===== src/design/frv_pkg.sv =====
// Shared types and constants for the FASTQ record validator.
// Depends on nothing; every other file of the block imports it.
package frv_pkg;

    localparam int LENGTH_BITS = 32;
    localparam int COUNT_BITS  = 32;
    localparam int OUT_BITS    = 32;

    localparam logic [7:0] CHAR_AT      = 8'h40;
    localparam logic [7:0] CHAR_PLUS    = 8'h2B;
    localparam logic [7:0] CHAR_NEWLINE = 8'h0A;

    typedef enum logic [2:0] {
        STATUS_OK           = 3'd0,
        STATUS_NO_FINAL_NL  = 3'd1,
        STATUS_LINE_COUNT   = 3'd2,
        STATUS_MISSING_AT   = 3'd3,
        STATUS_MISSING_PLUS = 3'd4,
        STATUS_EMPTY_ID     = 3'd5,
        STATUS_PLUS_TEXT    = 3'd6,
        STATUS_LEN_MISMATCH = 3'd7
    } status_t;

    typedef enum logic [1:0] {
        PHASE_ID   = 2'd0,
        PHASE_SEQ  = 2'd1,
        PHASE_SEP  = 2'd2,
        PHASE_QUAL = 2'd3
    } phase_t;

    typedef struct packed {
        logic [7:0] byte_value;
        logic       byte_present;
        logic       end_of_file;
    } item_t;

    typedef struct packed {
        status_t               status;
        logic [OUT_BITS-1:0]   failing_record;
        logic [OUT_BITS-1:0]   record_count;
    } verdict_t;

    typedef struct packed {
        logic advance;
    } stage_ctl_t;

endpackage


===== src/design/frv_ifs.sv =====
// Valid/ready channel interfaces for the byte input and the verdict output.
// Depends on frv_pkg.
interface frv_byte_if;
    import frv_pkg::*;

    logic       valid;
    logic       ready;
    logic [7:0] byte_value;
    logic       byte_present;
    logic       end_of_file;

    modport source (output valid, output byte_value, output byte_present,
                    output end_of_file, input ready);
    modport sink (input valid, input byte_value, input byte_present,
                  input end_of_file, output ready);
endinterface

interface frv_verdict_if;
    import frv_pkg::*;

    logic                valid;
    logic                ready;
    status_t             status;
    logic [OUT_BITS-1:0] failing_record;
    logic [OUT_BITS-1:0] record_count;

    modport source (output valid, output status, output failing_record,
                    output record_count, input ready);
    modport sink (input valid, input status, input failing_record,
                  input record_count, output ready);
endinterface


===== src/design/fastq_record_validator_core.sv =====
// Top level of the FASTQ record validator: input register, tracking engine, result register.
// Depends on frv_pkg, frv_ifs, frv_in_stage, frv_engine and frv_out_stage.
//
//   channel      | dir | payload                                   | beat
//   byte_in      | in  | byte_value, byte_present, end_of_file     | one file byte or end marker
//   verdict_out  | out | status, failing_record, record_count      | one verdict per file
//
// One byte beat is taken every cycle while byte_in.ready is high; each accepted beat is
// processed from the input register. A verdict passes from there into the result register,
// once that register is free, and is shown on verdict_out.
// Reset clears all tracking state; after each verdict the state returns to its reset values.
// byte_in.ready drops only while an end-of-file beat waits behind a stalled, full result register.
module fastq_record_validator_core (
    input  logic          clk,
    input  logic          rst_n,
    frv_byte_if.sink      byte_in,
    frv_verdict_if.source verdict_out
);
    import frv_pkg::*;

    item_t      item;
    logic       item_valid;
    logic       out_free;
    stage_ctl_t ctl;
    verdict_t   verdict;

    assign ctl.advance = item_valid && (!item.end_of_file || out_free);

    frv_in_stage u_in_stage (
        .clk        (clk),
        .rst_n      (rst_n),
        .byte_in    (byte_in),
        .advance    (ctl.advance),
        .item       (item),
        .item_valid (item_valid)
    );

    frv_engine u_engine (
        .clk     (clk),
        .rst_n   (rst_n),
        .item    (item),
        .ctl     (ctl),
        .verdict (verdict)
    );

    frv_out_stage u_out_stage (
        .clk         (clk),
        .rst_n       (rst_n),
        .load        (ctl.advance && item.end_of_file),
        .verdict     (verdict),
        .free        (out_free),
        .verdict_out (verdict_out)
    );

endmodule


===== src/design/frv_in_stage.sv =====
// Input register of the validator: holds one accepted byte beat.
// Depends on frv_pkg and frv_byte_if.
module frv_in_stage (
    input  logic               clk,
    input  logic               rst_n,
    frv_byte_if.sink           byte_in,
    input  logic               advance,
    output frv_pkg::item_t     item,
    output logic               item_valid
);
    import frv_pkg::*;

    logic  valid_reg;
    logic  valid_next;
    item_t item_reg;
    item_t item_next;
    logic  take;

    assign byte_in.ready = !valid_reg || advance;
    assign take          = byte_in.valid && byte_in.ready;

    always_comb
    begin
        valid_next = valid_reg;
        item_next  = item_reg;
        if (take)
        begin
            valid_next             = 1'b1;
            item_next.byte_value   = byte_in.byte_value;
            item_next.byte_present = byte_in.byte_present;
            item_next.end_of_file  = byte_in.end_of_file;
        end
        else if (advance)
        begin
            valid_next = 1'b0;
        end
    end

    always_ff @(posedge clk or negedge rst_n)
    begin
        if (!rst_n)
        begin
            valid_reg <= 1'b0;
        end
        else
        begin
            valid_reg <= valid_next;
        end
    end

    always_ff @(posedge clk)
    begin
        item_reg <= item_next;
    end

    assign item       = item_reg;
    assign item_valid = valid_reg;

endmodule


===== src/design/frv_engine.sv =====
// Line and record tracking state of the validator and the verdict logic.
// Depends on frv_pkg.
module frv_engine (
    input  logic                clk,
    input  logic                rst_n,
    input  frv_pkg::item_t      item,
    input  frv_pkg::stage_ctl_t ctl,
    output frv_pkg::verdict_t   verdict
);
    import frv_pkg::*;

    typedef struct packed {
        logic len;
        logic text;
        logic empty;
        logic plus;
        logic at;
    } faults_t;

    localparam int WIDE_BITS = COUNT_BITS + OUT_BITS;

    function automatic logic [LENGTH_BITS-1:0] len_inc(input logic [LENGTH_BITS-1:0] v);
        len_inc = (&v) ? v : v + LENGTH_BITS'(1);
    endfunction

    function automatic logic [COUNT_BITS-1:0] cnt_inc(input logic [COUNT_BITS-1:0] v);
        cnt_inc = (&v) ? v : v + COUNT_BITS'(1);
    endfunction

    function automatic logic [OUT_BITS-1:0] clip_out(input logic [COUNT_BITS-1:0] v);
        logic [WIDE_BITS-1:0] ext;
        ext = WIDE_BITS'(v);
        clip_out = (ext > WIDE_BITS'({OUT_BITS{1'b1}})) ? {OUT_BITS{1'b1}}
                                                        : ext[OUT_BITS-1:0];
    endfunction

    phase_t                 phase_reg, phase_next;
    logic [LENGTH_BITS-1:0] line_len_reg, line_len_next;
    logic [LENGTH_BITS-1:0] seq_len_reg, seq_len_next;
    faults_t                faults_reg, faults_next;
    status_t                first_code_reg, first_code_next;
    logic [COUNT_BITS-1:0]  first_rec_reg, first_rec_next;
    logic [COUNT_BITS-1:0]  records_reg, records_next;
    logic                   last_nl_reg, last_nl_next;
    logic                   saw_byte_reg, saw_byte_next;
    logic                   is_newline;

    assign is_newline = (item.byte_value == CHAR_NEWLINE);

    always_comb
    begin
        phase_next      = phase_reg;
        line_len_next   = line_len_reg;
        seq_len_next    = seq_len_reg;
        faults_next     = faults_reg;
        first_code_next = first_code_reg;
        first_rec_next  = first_rec_reg;
        records_next    = records_reg;
        last_nl_next    = last_nl_reg;
        saw_byte_next   = saw_byte_reg;
        verdict         = '{status: STATUS_OK, failing_record: '0, record_count: '0};

        if (ctl.advance && item.byte_present)
        begin
            saw_byte_next = 1'b1;
            if (is_newline)
            begin
                unique case (phase_reg)
                    PHASE_ID:
                    begin
                        if (line_len_reg == '0)
                        begin
                            faults_next.at = 1'b1;
                        end
                        if (line_len_reg <= LENGTH_BITS'(1))
                        begin
                            faults_next.empty = 1'b1;
                        end
                    end
                    PHASE_SEQ:
                    begin
                        seq_len_next = line_len_reg;
                    end
                    PHASE_SEP:
                    begin
                        if (line_len_reg == '0)
                        begin
                            faults_next.plus = 1'b1;
                        end
                        if (line_len_reg != LENGTH_BITS'(1))
                        begin
                            faults_next.text = 1'b1;
                        end
                    end
                    PHASE_QUAL:
                    begin
                        if (line_len_reg != seq_len_reg)
                        begin
                            faults_next.len = 1'b1;
                        end
                        if ((faults_next != '0) && (first_code_reg == STATUS_OK))
                        begin
                            if (faults_next.at)
                            begin
                                first_code_next = STATUS_MISSING_AT;
                            end
                            else if (faults_next.plus)
                            begin
                                first_code_next = STATUS_MISSING_PLUS;
                            end
                            else if (faults_next.empty)
                            begin
                                first_code_next = STATUS_EMPTY_ID;
                            end
                            else if (faults_next.text)
                            begin
                                first_code_next = STATUS_PLUS_TEXT;
                            end
                            else
                            begin
                                first_code_next = STATUS_LEN_MISMATCH;
                            end
                            first_rec_next = cnt_inc(records_reg);
                        end
                        records_next = cnt_inc(records_reg);
                        faults_next  = '0;
                    end
                    default:
                    begin
                        faults_next = faults_reg;
                    end
                endcase
                phase_next    = phase_t'(phase_reg + 2'd1);
                line_len_next = '0;
                last_nl_next  = 1'b1;
            end
            else
            begin
                if (line_len_reg == '0)
                begin
                    if ((phase_reg == PHASE_ID) && (item.byte_value != CHAR_AT))
                    begin
                        faults_next.at = 1'b1;
                    end
                    if ((phase_reg == PHASE_SEP) && (item.byte_value != CHAR_PLUS))
                    begin
                        faults_next.plus = 1'b1;
                    end
                end
                line_len_next = len_inc(line_len_reg);
                last_nl_next  = 1'b0;
            end
        end

        if (ctl.advance && item.end_of_file)
        begin
            verdict.record_count = clip_out(records_next);
            if (saw_byte_next && !last_nl_next)
            begin
                verdict.status = STATUS_NO_FINAL_NL;
            end
            else if (phase_next != PHASE_ID)
            begin
                verdict.status = STATUS_LINE_COUNT;
            end
            else
            begin
                verdict.status = first_code_next;
                if (first_code_next != STATUS_OK)
                begin
                    verdict.failing_record = clip_out(first_rec_next);
                end
            end
            phase_next      = PHASE_ID;
            line_len_next   = '0;
            seq_len_next    = '0;
            faults_next     = '0;
            first_code_next = STATUS_OK;
            first_rec_next  = '0;
            records_next    = '0;
            last_nl_next    = 1'b0;
            saw_byte_next   = 1'b0;
        end
    end

    always_ff @(posedge clk or negedge rst_n)
    begin
        if (!rst_n)
        begin
            phase_reg      <= PHASE_ID;
            line_len_reg   <= '0;
            seq_len_reg    <= '0;
            faults_reg     <= '0;
            first_code_reg <= STATUS_OK;
            first_rec_reg  <= '0;
            records_reg    <= '0;
            last_nl_reg    <= 1'b0;
            saw_byte_reg   <= 1'b0;
        end
        else
        begin
            phase_reg      <= phase_next;
            line_len_reg   <= line_len_next;
            seq_len_reg    <= seq_len_next;
            faults_reg     <= faults_next;
            first_code_reg <= first_code_next;
            first_rec_reg  <= first_rec_next;
            records_reg    <= records_next;
            last_nl_reg    <= last_nl_next;
            saw_byte_reg   <= saw_byte_next;
        end
    end

endmodule


===== src/design/frv_out_stage.sv =====
// Result register of the validator: holds one verdict beat until taken.
// Depends on frv_pkg and frv_verdict_if.
module frv_out_stage (
    input  logic              clk,
    input  logic              rst_n,
    input  logic              load,
    input  frv_pkg::verdict_t verdict,
    output logic              free,
    frv_verdict_if.source     verdict_out
);
    import frv_pkg::*;

    logic     valid_reg;
    logic     valid_next;
    verdict_t data_reg;
    verdict_t data_next;

    assign free = !valid_reg || verdict_out.ready;

    always_comb
    begin
        valid_next = valid_reg;
        data_next  = data_reg;
        if (load)
        begin
            valid_next = 1'b1;
            data_next  = verdict;
        end
        else if (verdict_out.ready)
        begin
            valid_next = 1'b0;
        end
    end

    always_ff @(posedge clk or negedge rst_n)
    begin
        if (!rst_n)
        begin
            valid_reg <= 1'b0;
        end
        else
        begin
            valid_reg <= valid_next;
        end
    end

    always_ff @(posedge clk)
    begin
        data_reg <= data_next;
    end

    assign verdict_out.valid          = valid_reg;
    assign verdict_out.status         = data_reg.status;
    assign verdict_out.failing_record = data_reg.failing_record;
    assign verdict_out.record_count   = data_reg.record_count;

endmodule


===== src/flat_wrapper.sv =====
// flat-port wrapper written by rule: the top's interface ports become plain ports
module fastq_record_validator_core_flat import frv_pkg::*;
  (clk, rst_n, byte_in_valid, byte_in_byte_value, byte_in_byte_present, byte_in_end_of_file, byte_in_ready, verdict_out_valid, verdict_out_status, verdict_out_failing_record, verdict_out_record_count, verdict_out_ready);
  frv_byte_if byte_in_i ();
  frv_verdict_if verdict_out_i ();
  input  logic clk;
  input  logic rst_n;
  input wire logic [$bits(byte_in_i.valid)-1:0] byte_in_valid;
  input wire logic [$bits(byte_in_i.byte_value)-1:0] byte_in_byte_value;
  input wire logic [$bits(byte_in_i.byte_present)-1:0] byte_in_byte_present;
  input wire logic [$bits(byte_in_i.end_of_file)-1:0] byte_in_end_of_file;
  output wire logic [$bits(byte_in_i.ready)-1:0] byte_in_ready;
  output wire logic [$bits(verdict_out_i.valid)-1:0] verdict_out_valid;
  output wire logic [$bits(verdict_out_i.status)-1:0] verdict_out_status;
  output wire logic [$bits(verdict_out_i.failing_record)-1:0] verdict_out_failing_record;
  output wire logic [$bits(verdict_out_i.record_count)-1:0] verdict_out_record_count;
  input wire logic [$bits(verdict_out_i.ready)-1:0] verdict_out_ready;
  assign byte_in_i.valid = byte_in_valid;
  assign byte_in_i.byte_value = byte_in_byte_value;
  assign byte_in_i.byte_present = byte_in_byte_present;
  assign byte_in_i.end_of_file = byte_in_end_of_file;
  assign byte_in_ready = byte_in_i.ready;
  assign verdict_out_valid = verdict_out_i.valid;
  assign verdict_out_status = verdict_out_i.status;
  assign verdict_out_failing_record = verdict_out_i.failing_record;
  assign verdict_out_record_count = verdict_out_i.record_count;
  assign verdict_out_i.ready = verdict_out_ready;
  fastq_record_validator_core u_core (.clk(clk), .rst_n(rst_n), .byte_in(byte_in_i), .verdict_out(verdict_out_i));
endmodule

===== config.mk =====
export PLATFORM = sky130hd
export DESIGN_NAME = fastq_record_validator_core_flat
export DESIGN_NICKNAME = d
export VERILOG_FILES = /design/src/design/frv_pkg.sv /design/src/design/frv_ifs.sv /design/src/design/fastq_record_validator_core.sv /design/src/design/frv_in_stage.sv /design/src/design/frv_engine.sv /design/src/design/frv_out_stage.sv /design/src/flat_wrapper.sv
export SDC_FILE = /design/constraint.sdc
export NUM_CORES = 1
export LEC_CHECK = 0
export ABC_AREA = 1
export CAP_MARGIN = 25
export CORE_AREA = 2 2 151 153
export DETAILED_ROUTE_END_ITERATION = 12
export DIE_AREA = 0 0 153 155
export DONT_BUFFER_PORTS = 1
export PLACE_DENSITY = 0.67
export RECOVER_POWER = 100
export SLEW_MARGIN = 25
export SYNTH_ARGS = -nofsm -noshare
export SYNTH_HDL_FRONTEND = slang
export SYNTH_HIERARCHICAL = 1
export SYNTH_SLANG_ARGS = --single-unit

===== constraint.sdc =====
create_clock -name clk -period 5.48 [get_ports clk]
set_input_delay 0.274 -clock clk [delete_from_list [all_inputs] [get_ports clk]]
set_output_delay 0.274 -clock clk [all_outputs]
set_load 0.1 [all_outputs]

==> impl_metrics.py, run 1 <==
metrics = {
    "status": {
        "status": "complete, but fails checks",
        "violations": "max-capacitance violations, max-slew violations",
    },
    "critical_path": {
        "critPathMaxFanout": 49,
        "slowest_delay_ns": 1.94,
        "r2r_end": "u_core/u_out_stage/verdict_out.record_count[30]",
        "cp-end-kind": "flip-flop",
        "worstPathArrival_ns": 4.21,
        "reg2reg_slack_ns": 1.36,
        "crit_type": "flip-flop to flip-flop",
        "path_depth": 4,
        "cp.required_ns": 5.57,
        "startpoint_type": "flip-flop",
        "cp_top_family": "buffers and inverters",
        "cpMaxStageDelayCell": "clkbuf_1",
        "crit_start": "u_core/u_out_stage/verdict_out.valid",
        "r2r_cells": 4,
        "path_cells": "nand2_1, nand3_1, inv_1, clkbuf_1",
        "critical_path.endpoint": "u_core/u_out_stage/verdict_out.record_count[30]",
        "r2r-start": "u_core/u_out_stage/verdict_out.valid",
        "path_buf_inv": 2,
    },
    "synthesis": {
        "synth_most_common_cell": "nand2_1",
        "synth-seq-area-share": 0.5369,
        "synth_seq_cells": 218,
        "avgSynthCellArea_um2": 8.387,
        "syn-num-nets": 1319,
        "synthArstFlopShare": 0.6468,
        "synth_edf_count": 77,
        "synth_warnings": 6,
        "syn_area_mm2": 0.01088,
        "synthCells": 1297,
        "synth.area.top_cells": "dfrtp_1 32%, edfxtp_1 21%, nand2_1 9.7%",
        "synth.largest_area_cell": "dfrtp_1",
        "synth_ff_type": "dfrtp_1",
        "synth_top_area_share": 0.3244,
        "synth.distinct_cells": 43,
        "yosys-top-cells-count": "282 x nand2_1, 210 x nor2_1, 153 x inv_1",
    },
    "drt": {
        "vias": 8617,
        "vias_per_cell": 5.376,
        "ant_nets": 0,
        "routedWlPerCell_um": 16.55,
        "drc": 0,
        "first_iter_violations": 612,
        "dr.pass1.iters": 5,
        "routed_wl_um": 26530,
    },
    "global_routing": {
        "antenna_found_initial": 0,
        "grt.busiest_layer": "met2",
        "use_met3": 0.02674,
        "grt.met1_usage": 0.3010,
        "grt.overflow.total": 0,
        "grt_pass1_wl_um": 43560,
        "grtUsageTotal": 0.2263,
        "grt_pass1_vias": 8242,
        "grt_max_degree": 142,
        "grt_use_met2": 0.3818,
    },
    "power_and_ir_drop": {
        "leakage_nw": 5.084,
        "vdd.ir_drop.worst_v": 0.0002908,
        "power_density_mw_per_mm2": 329.5,
    },
    "sta": {
        "drv_slew": 311,
        "fin_ws_ns": 1.360,
        "finalHoldViolations": 0,
        "worstMarginPinSlew_ns": 3.573,
        "fin_crit_sh": 0.7519,
        "holdWs_ns": 0.3815,
        "clock_skew_ns": 0.01582,
        "period_needed_ns": 4.120,
        "setup_violations": 0,
        "fmax_mhz": 242.7,
        "rsz0062_at_grt": "no",
        "fin_tns_setup_ns": 0,
        "relSlewSlack": -1.382,
    },
    "die": {
        "dieArea_mm2": 0.02372,
        "core_area_mm2": 0.02223,
        "rows": 55,
        "ios": 83,
        "initial_utilization": 0.4894,
        "die_x_um": 153,
        "die_h_um": 155,
    },
    "layout": {
        "fin_nets": 1322,
        "antennaDiodeCount": 0,
        "final_cell_area_mm2": 0.01197,
        "area_delta_synth_final_pct": 10.08,
        "drive_gt1_frac": 0.03490,
        "finish.utilization": 0.5387,
    },
    "clock_network": {
        "clock_sinks": 218,
        "post_cts_buffers": 0,
        "clk_transition_reported_paths_ns": 0.06,
        "clockBufferDepth": 3,
        "cts_tree": "built",
        "cts-root-buf": "clkbuf_16",
        "htreeDepth": 1,
        "clk_latency_ns": 0.53,
        "numCtsBuffers": 24,
    },
    "worst_hold_path": {
        "hp-class": "primary input to flip-flop",
    },
    "placement": {
        "io_buffers": 0,
        "hpwl_um": 18110,
        "dp_slack_ns": 1.810,
        "gp_congestion": 0.9099,
        "place_area_mm2": 0.01110,
    },
    "job": {
        "max_cap_violations": 4,
    },
}
[where the power goes]
group          switching (W)  internal (W)
Combinational       0.000213     0.0000667
Sequential          0.000285       0.00176
Clock               0.000642      0.000974
Total                0.00114       0.00281
[routing by layer]
metal  vias up  routed length, µm
met5         -                  0
met4         0               1102
met3        63               1107
met2       238              13030
met1      4102              11280
li1       4214                  -
[per-stage QoR]
stage | std cells | power (W)
finish | 1603 | 0.003946
global route | 1603 | 0.004093
CTS | 1603 | 0.003982
detailed placement | 1545 | 0.002333
global placement | 1544 | 0.002328
floorplan | 1297 | 0.002261
[area by class of cell]
| type | count | area [µm²] |
|---|---|---|
| tap | 285 | 356.6 |
| timing repair buffer | 22 | 181.4 |
| multi-input combinational | 876 | 4219 |
| clock buffer | 34 | 659.4 |
| sequential | 218 | 5841 |
| fill | 2082 | 10250 |
| inverter | 158 | 598.1 |
| clock inverter | 10 | 118.9 |
[worst reg2reg max path, cell delays in order, from the launching register on]
cell and delay (ns):
dfrtp_1 0.73, nand2_1 0.29, nand3_1 0.10, inv_1 0.59, clkbuf_1 1.95
[worst min-delay path by stage]
stage / endpoint / startpoint / depth (start not counted) / slack, ns
3_5_place_dp: u_core/u_engine/records_reg[18] / rst_n / 0 / -0.009
5_1_grt: u_core/u_in_stage/item[9] / byte_in_byte_value[7] / 1 / 0.36
3_3_place_gp: u_core/u_engine/records_reg[18] / rst_n / 0 / -0.008
4_1_cts: u_core/u_in_stage/item[5] / byte_in_byte_value[3] / 1 / 0.36
2_1_floorplan: u_core/u_engine/faults_reg[0] / rst_n / 0 / -0.02
6_report: u_core/u_in_stage/item[3] / byte_in_byte_value[1] / 1 / 0.38
[placed cells by master (no fill, tap or decap), types with 13 or more instances in the layout]
cell type	n
nand3_1	52
dfrtp_1	141
nand4_1	18
nor3_1	68
inv_1	156
nand2_1	282
clkbuf_16	25
dlygate4sd3_1	13
o21ai_0	77
xnor2_1	20
xor2_1	43
o22ai_1	33
a21oi_1	31
nor2_1	211
edfxtp_1	77
[what timing repair did]
| item | in CTS | in global routing |
|---|---|---|
| setup endpoints to repair | 0 | 0 |
| hold endpoints to repair | 153 | 0 |
| hold buffers | 14 | 0 |
| resized for setup | 0 | 0 |
[cell families (layout without fill, tap and decap cells)]
kind of cell,Yosys count,in the layout,synth area share
mux,2,2,0.001840
buf+inv,203,224,0.07430
fa+ha+maj,8,8,0.009202
compound gates,151,151,0.07638
simple gates,652,652,0.2506
xor+xnor,63,63,0.05072
flops,218,218,0.5369
Power figures use the tool's default switching activity.
==> inputs of run 2 (changes only) <==
clock period = 3.9 ns   (was 5.48 ns; I/O delays follow)
==> run 2 against run 1 <==
Effect of this change: fmax is 28% higher; via count is 0.30% lower; non-clock buffer count is 2 higher; clock power is 41% higher; final area is 0.37% higher; setup slack worse by 0.67 ns; register-to-register slack worse by 0.67 ns; total power is 41% higher; global-route usage is 0.56 points higher; sequential power is 40% higher; the flow still finishes with violations (max-capacitance violations, max-slew violations); first-iteration DRC count is 9.2% lower; final cell count is 0.12% higher.
==> impl_metrics.py, run 2 (synthesis gave the netlist of run 1 again) <==
metrics = {
    "drt": {
        "dr.pass1.iters": 6,
        "vias": 8591,
        "ant_nets": 0,
        "routed_wl_um": 27580,
        "first_iter_violations": 556,
        "vias_per_cell": 5.353,
        "routedWlPerCell_um": 17.19,
        "drc": 0,
    },
    "die": {
        "die_x_um": 153,
        "die_h_um": 155,
        "rows": 55,
        "core_area_mm2": 0.02223,
        "dieArea_mm2": 0.02372,
        "initial_utilization": 0.4894,
        "ios": 83,
    },
    "global_routing": {
        "grt.overflow.total": 0,
        "antenna_found_initial": 0,
        "grt_pass1_wl_um": 44570,
        "grt_max_degree": 142,
        "grtUsageTotal": 0.2319,
        "grt_pass1_vias": 8453,
    },
    "sta": {
        "fin_ws_ns": 0.6877,
        "finalHoldViolations": 0,
        "fin_crit_sh": 0.8237,
        "relSlewSlack": -0.3212,
        "drv_slew": 244,
        "fin_tns_setup_ns": 0,
        "fmax_mhz": 311.3,
        "holdWs_ns": 0.3075,
        "clock_skew_ns": 0.01104,
        "setup_violations": 0,
        "period_needed_ns": 3.212,
        "rsz0062_at_grt": "no",
        "worstMarginPinSlew_ns": 1.982,
    },
    "job": {
        "max_cap_violations": 3,
    },
    "clock_network": {
        "cts-root-buf": "clkbuf_16",
        "clockBufferDepth": 3,
        "clock_sinks": 218,
        "numCtsBuffers": 24,
        "clk_latency_ns": 0.52,
        "post_cts_buffers": 0,
        "cts_tree": "built",
        "clk_transition_reported_paths_ns": 0.06,
        "htreeDepth": 1,
    },
    "power_and_ir_drop": {
        "power.share.switching": 0.2893,
        "p_seq_frac": 0.516,
        "leakage_nw": 5.111,
        "pwr-share-comb": 0.073,
        "p_clk_frac": 0.410,
        "power_density_mw_per_mm2": 462.5,
        "vdd.ir_drop.worst_v": 0.0004184,
        "p_int_w": 0.003950,
        "switchingPower_w": 0.001608,
    },
    "critical_path": {
        "cp_top_family": "buffers and inverters",
        "critPathMaxFanout": 32,
        "cp.required_ns": 4.21,
        "path_buf_inv": 2,
        "worstPathArrival_ns": 3.53,
        "path_cells": "nor2_1, nand4_1, nor3_4, buf_4, nand2_1, o21ai_0, clkbuf_1, o22ai_1",
        "startpoint_type": "flip-flop",
        "slowest_delay_ns": 1.14,
        "cp-end-kind": "flip-flop",
        "crit_type": "flip-flop to flip-flop",
        "cpMaxStageDelayCell": "clkbuf_1",
    },
    "status": {
        "violations": "max-capacitance violations, max-slew violations",
        "status": "complete, but fails checks",
    },
    "layout": {
        "antennaDiodeCount": 0,
        "most-common-layout-cells": "282 x nand2_1, 211 x nor2_1, 154 x inv_1",
        "fillers": 2032,
        "final_cells": 1605,
        "drive_gt1_frac": 0.04394,
        "final_common_cell": "nand2_1",
        "fin_nets": 1324,
        "area_delta_synth_final_pct": 10.48,
        "final_cell_area_mm2": 0.01202,
    },
    "placement": {
        "io_buffers": 0,
        "dp_cells": 1547,
        "dp_slack_ns": 0.8549,
        "place_area_mm2": 0.01111,
        "hpwl_um": 18800,
        "gp_congestion": 0.8915,
    },
    "worst_hold_path": {
        "hp-class": "primary input to flip-flop",
    },
}
## run 2: power groups by stage
stage / registers (W) / logic, W / clock network, W
after floorplan: 0.00290 / 0.000276 / 0
after global placement: 0.00291 / 0.000369 / 0
after detailed placement: 0.00291 / 0.000375 / 0
after CTS: 0.00287 / 0.000421 / 0.00233
after global routing: 0.00288 / 0.000458 / 0.00241
final: 0.00287 / 0.000408 / 0.00228
## run 2: final timing paths
kind / startpoint / endpoint / slack (ns) / cells past startpoint
worst min register to register: u_core/u_engine/saw_byte_reg / u_core/u_engine/saw_byte_reg / 0.51 / 2
worst min-delay path: byte_in_byte_value[4] / u_core/u_in_stage/item[6] / 0.31 / 1
min in group asynchronous: rst_n / u_core/u_engine/records_reg[25] / 0.80 / 2
worst max-delay path: u_core/u_in_stage/item[4] / u_core/u_engine/seq_len_reg[2] / 0.69 / 8
worst max register to register: u_core/u_in_stage/item[4] / u_core/u_engine/seq_len_reg[2] / 0.69 / 8
max in group asynchronous: rst_n / u_core/u_engine/seq_len_reg[24] / 1.85 / 2
## run 2: cell type report
class / count / area [µm²] / share of cell area
tap: 285 / 356.6 / 0.02967
multi-input combinational: 876 / 4219 / 0.3511
clock inverter: 10 / 101.3 / 0.008433
clock buffer: 34 / 699.4 / 0.05820
timing repair buffer: 24 / 202.7 / 0.01687
inverter: 158 / 598.1 / 0.04977
sequential: 218 / 5841 / 0.4860
## run 2: stage by stage
| step | util | total power [W] |
|---|---|---|
| detailed placement | 0.4996 | 0.003289 |
| CTS | 0.5428 | 0.005619 |
| global route | 0.5407 | 0.005751 |
| floorplan | - | 0.003177 |
| global placement | 0.4996 | 0.003280 |
| finish | 0.5407 | 0.005559 |
## run 2: per-layer routing
metal | wire [µm] | GRT usage | part of all wire | vias up
li1 | - | - | - | 4214
met1 | 11630 | 0.2892 | 0.42 | 4100
met2 | 14240 | 0.4288 | 0.52 | 224
met3 | 1058 | 0.02786 | 0.038 | 53
met4 | 656 | 0.06085 | 0.024 | 0
met5 | 0 | 0 | 0 | -
## run 2: what timing repair did
| action | 4_1_cts | 5_1_grt |
|---|---|---|
| endpoints found under the hold margin | 153 | 0 |
| hold buffers | 14 | 0 |
| setup endpoints to repair | 0 | 0 |
| resized for setup | 0 | 0 |
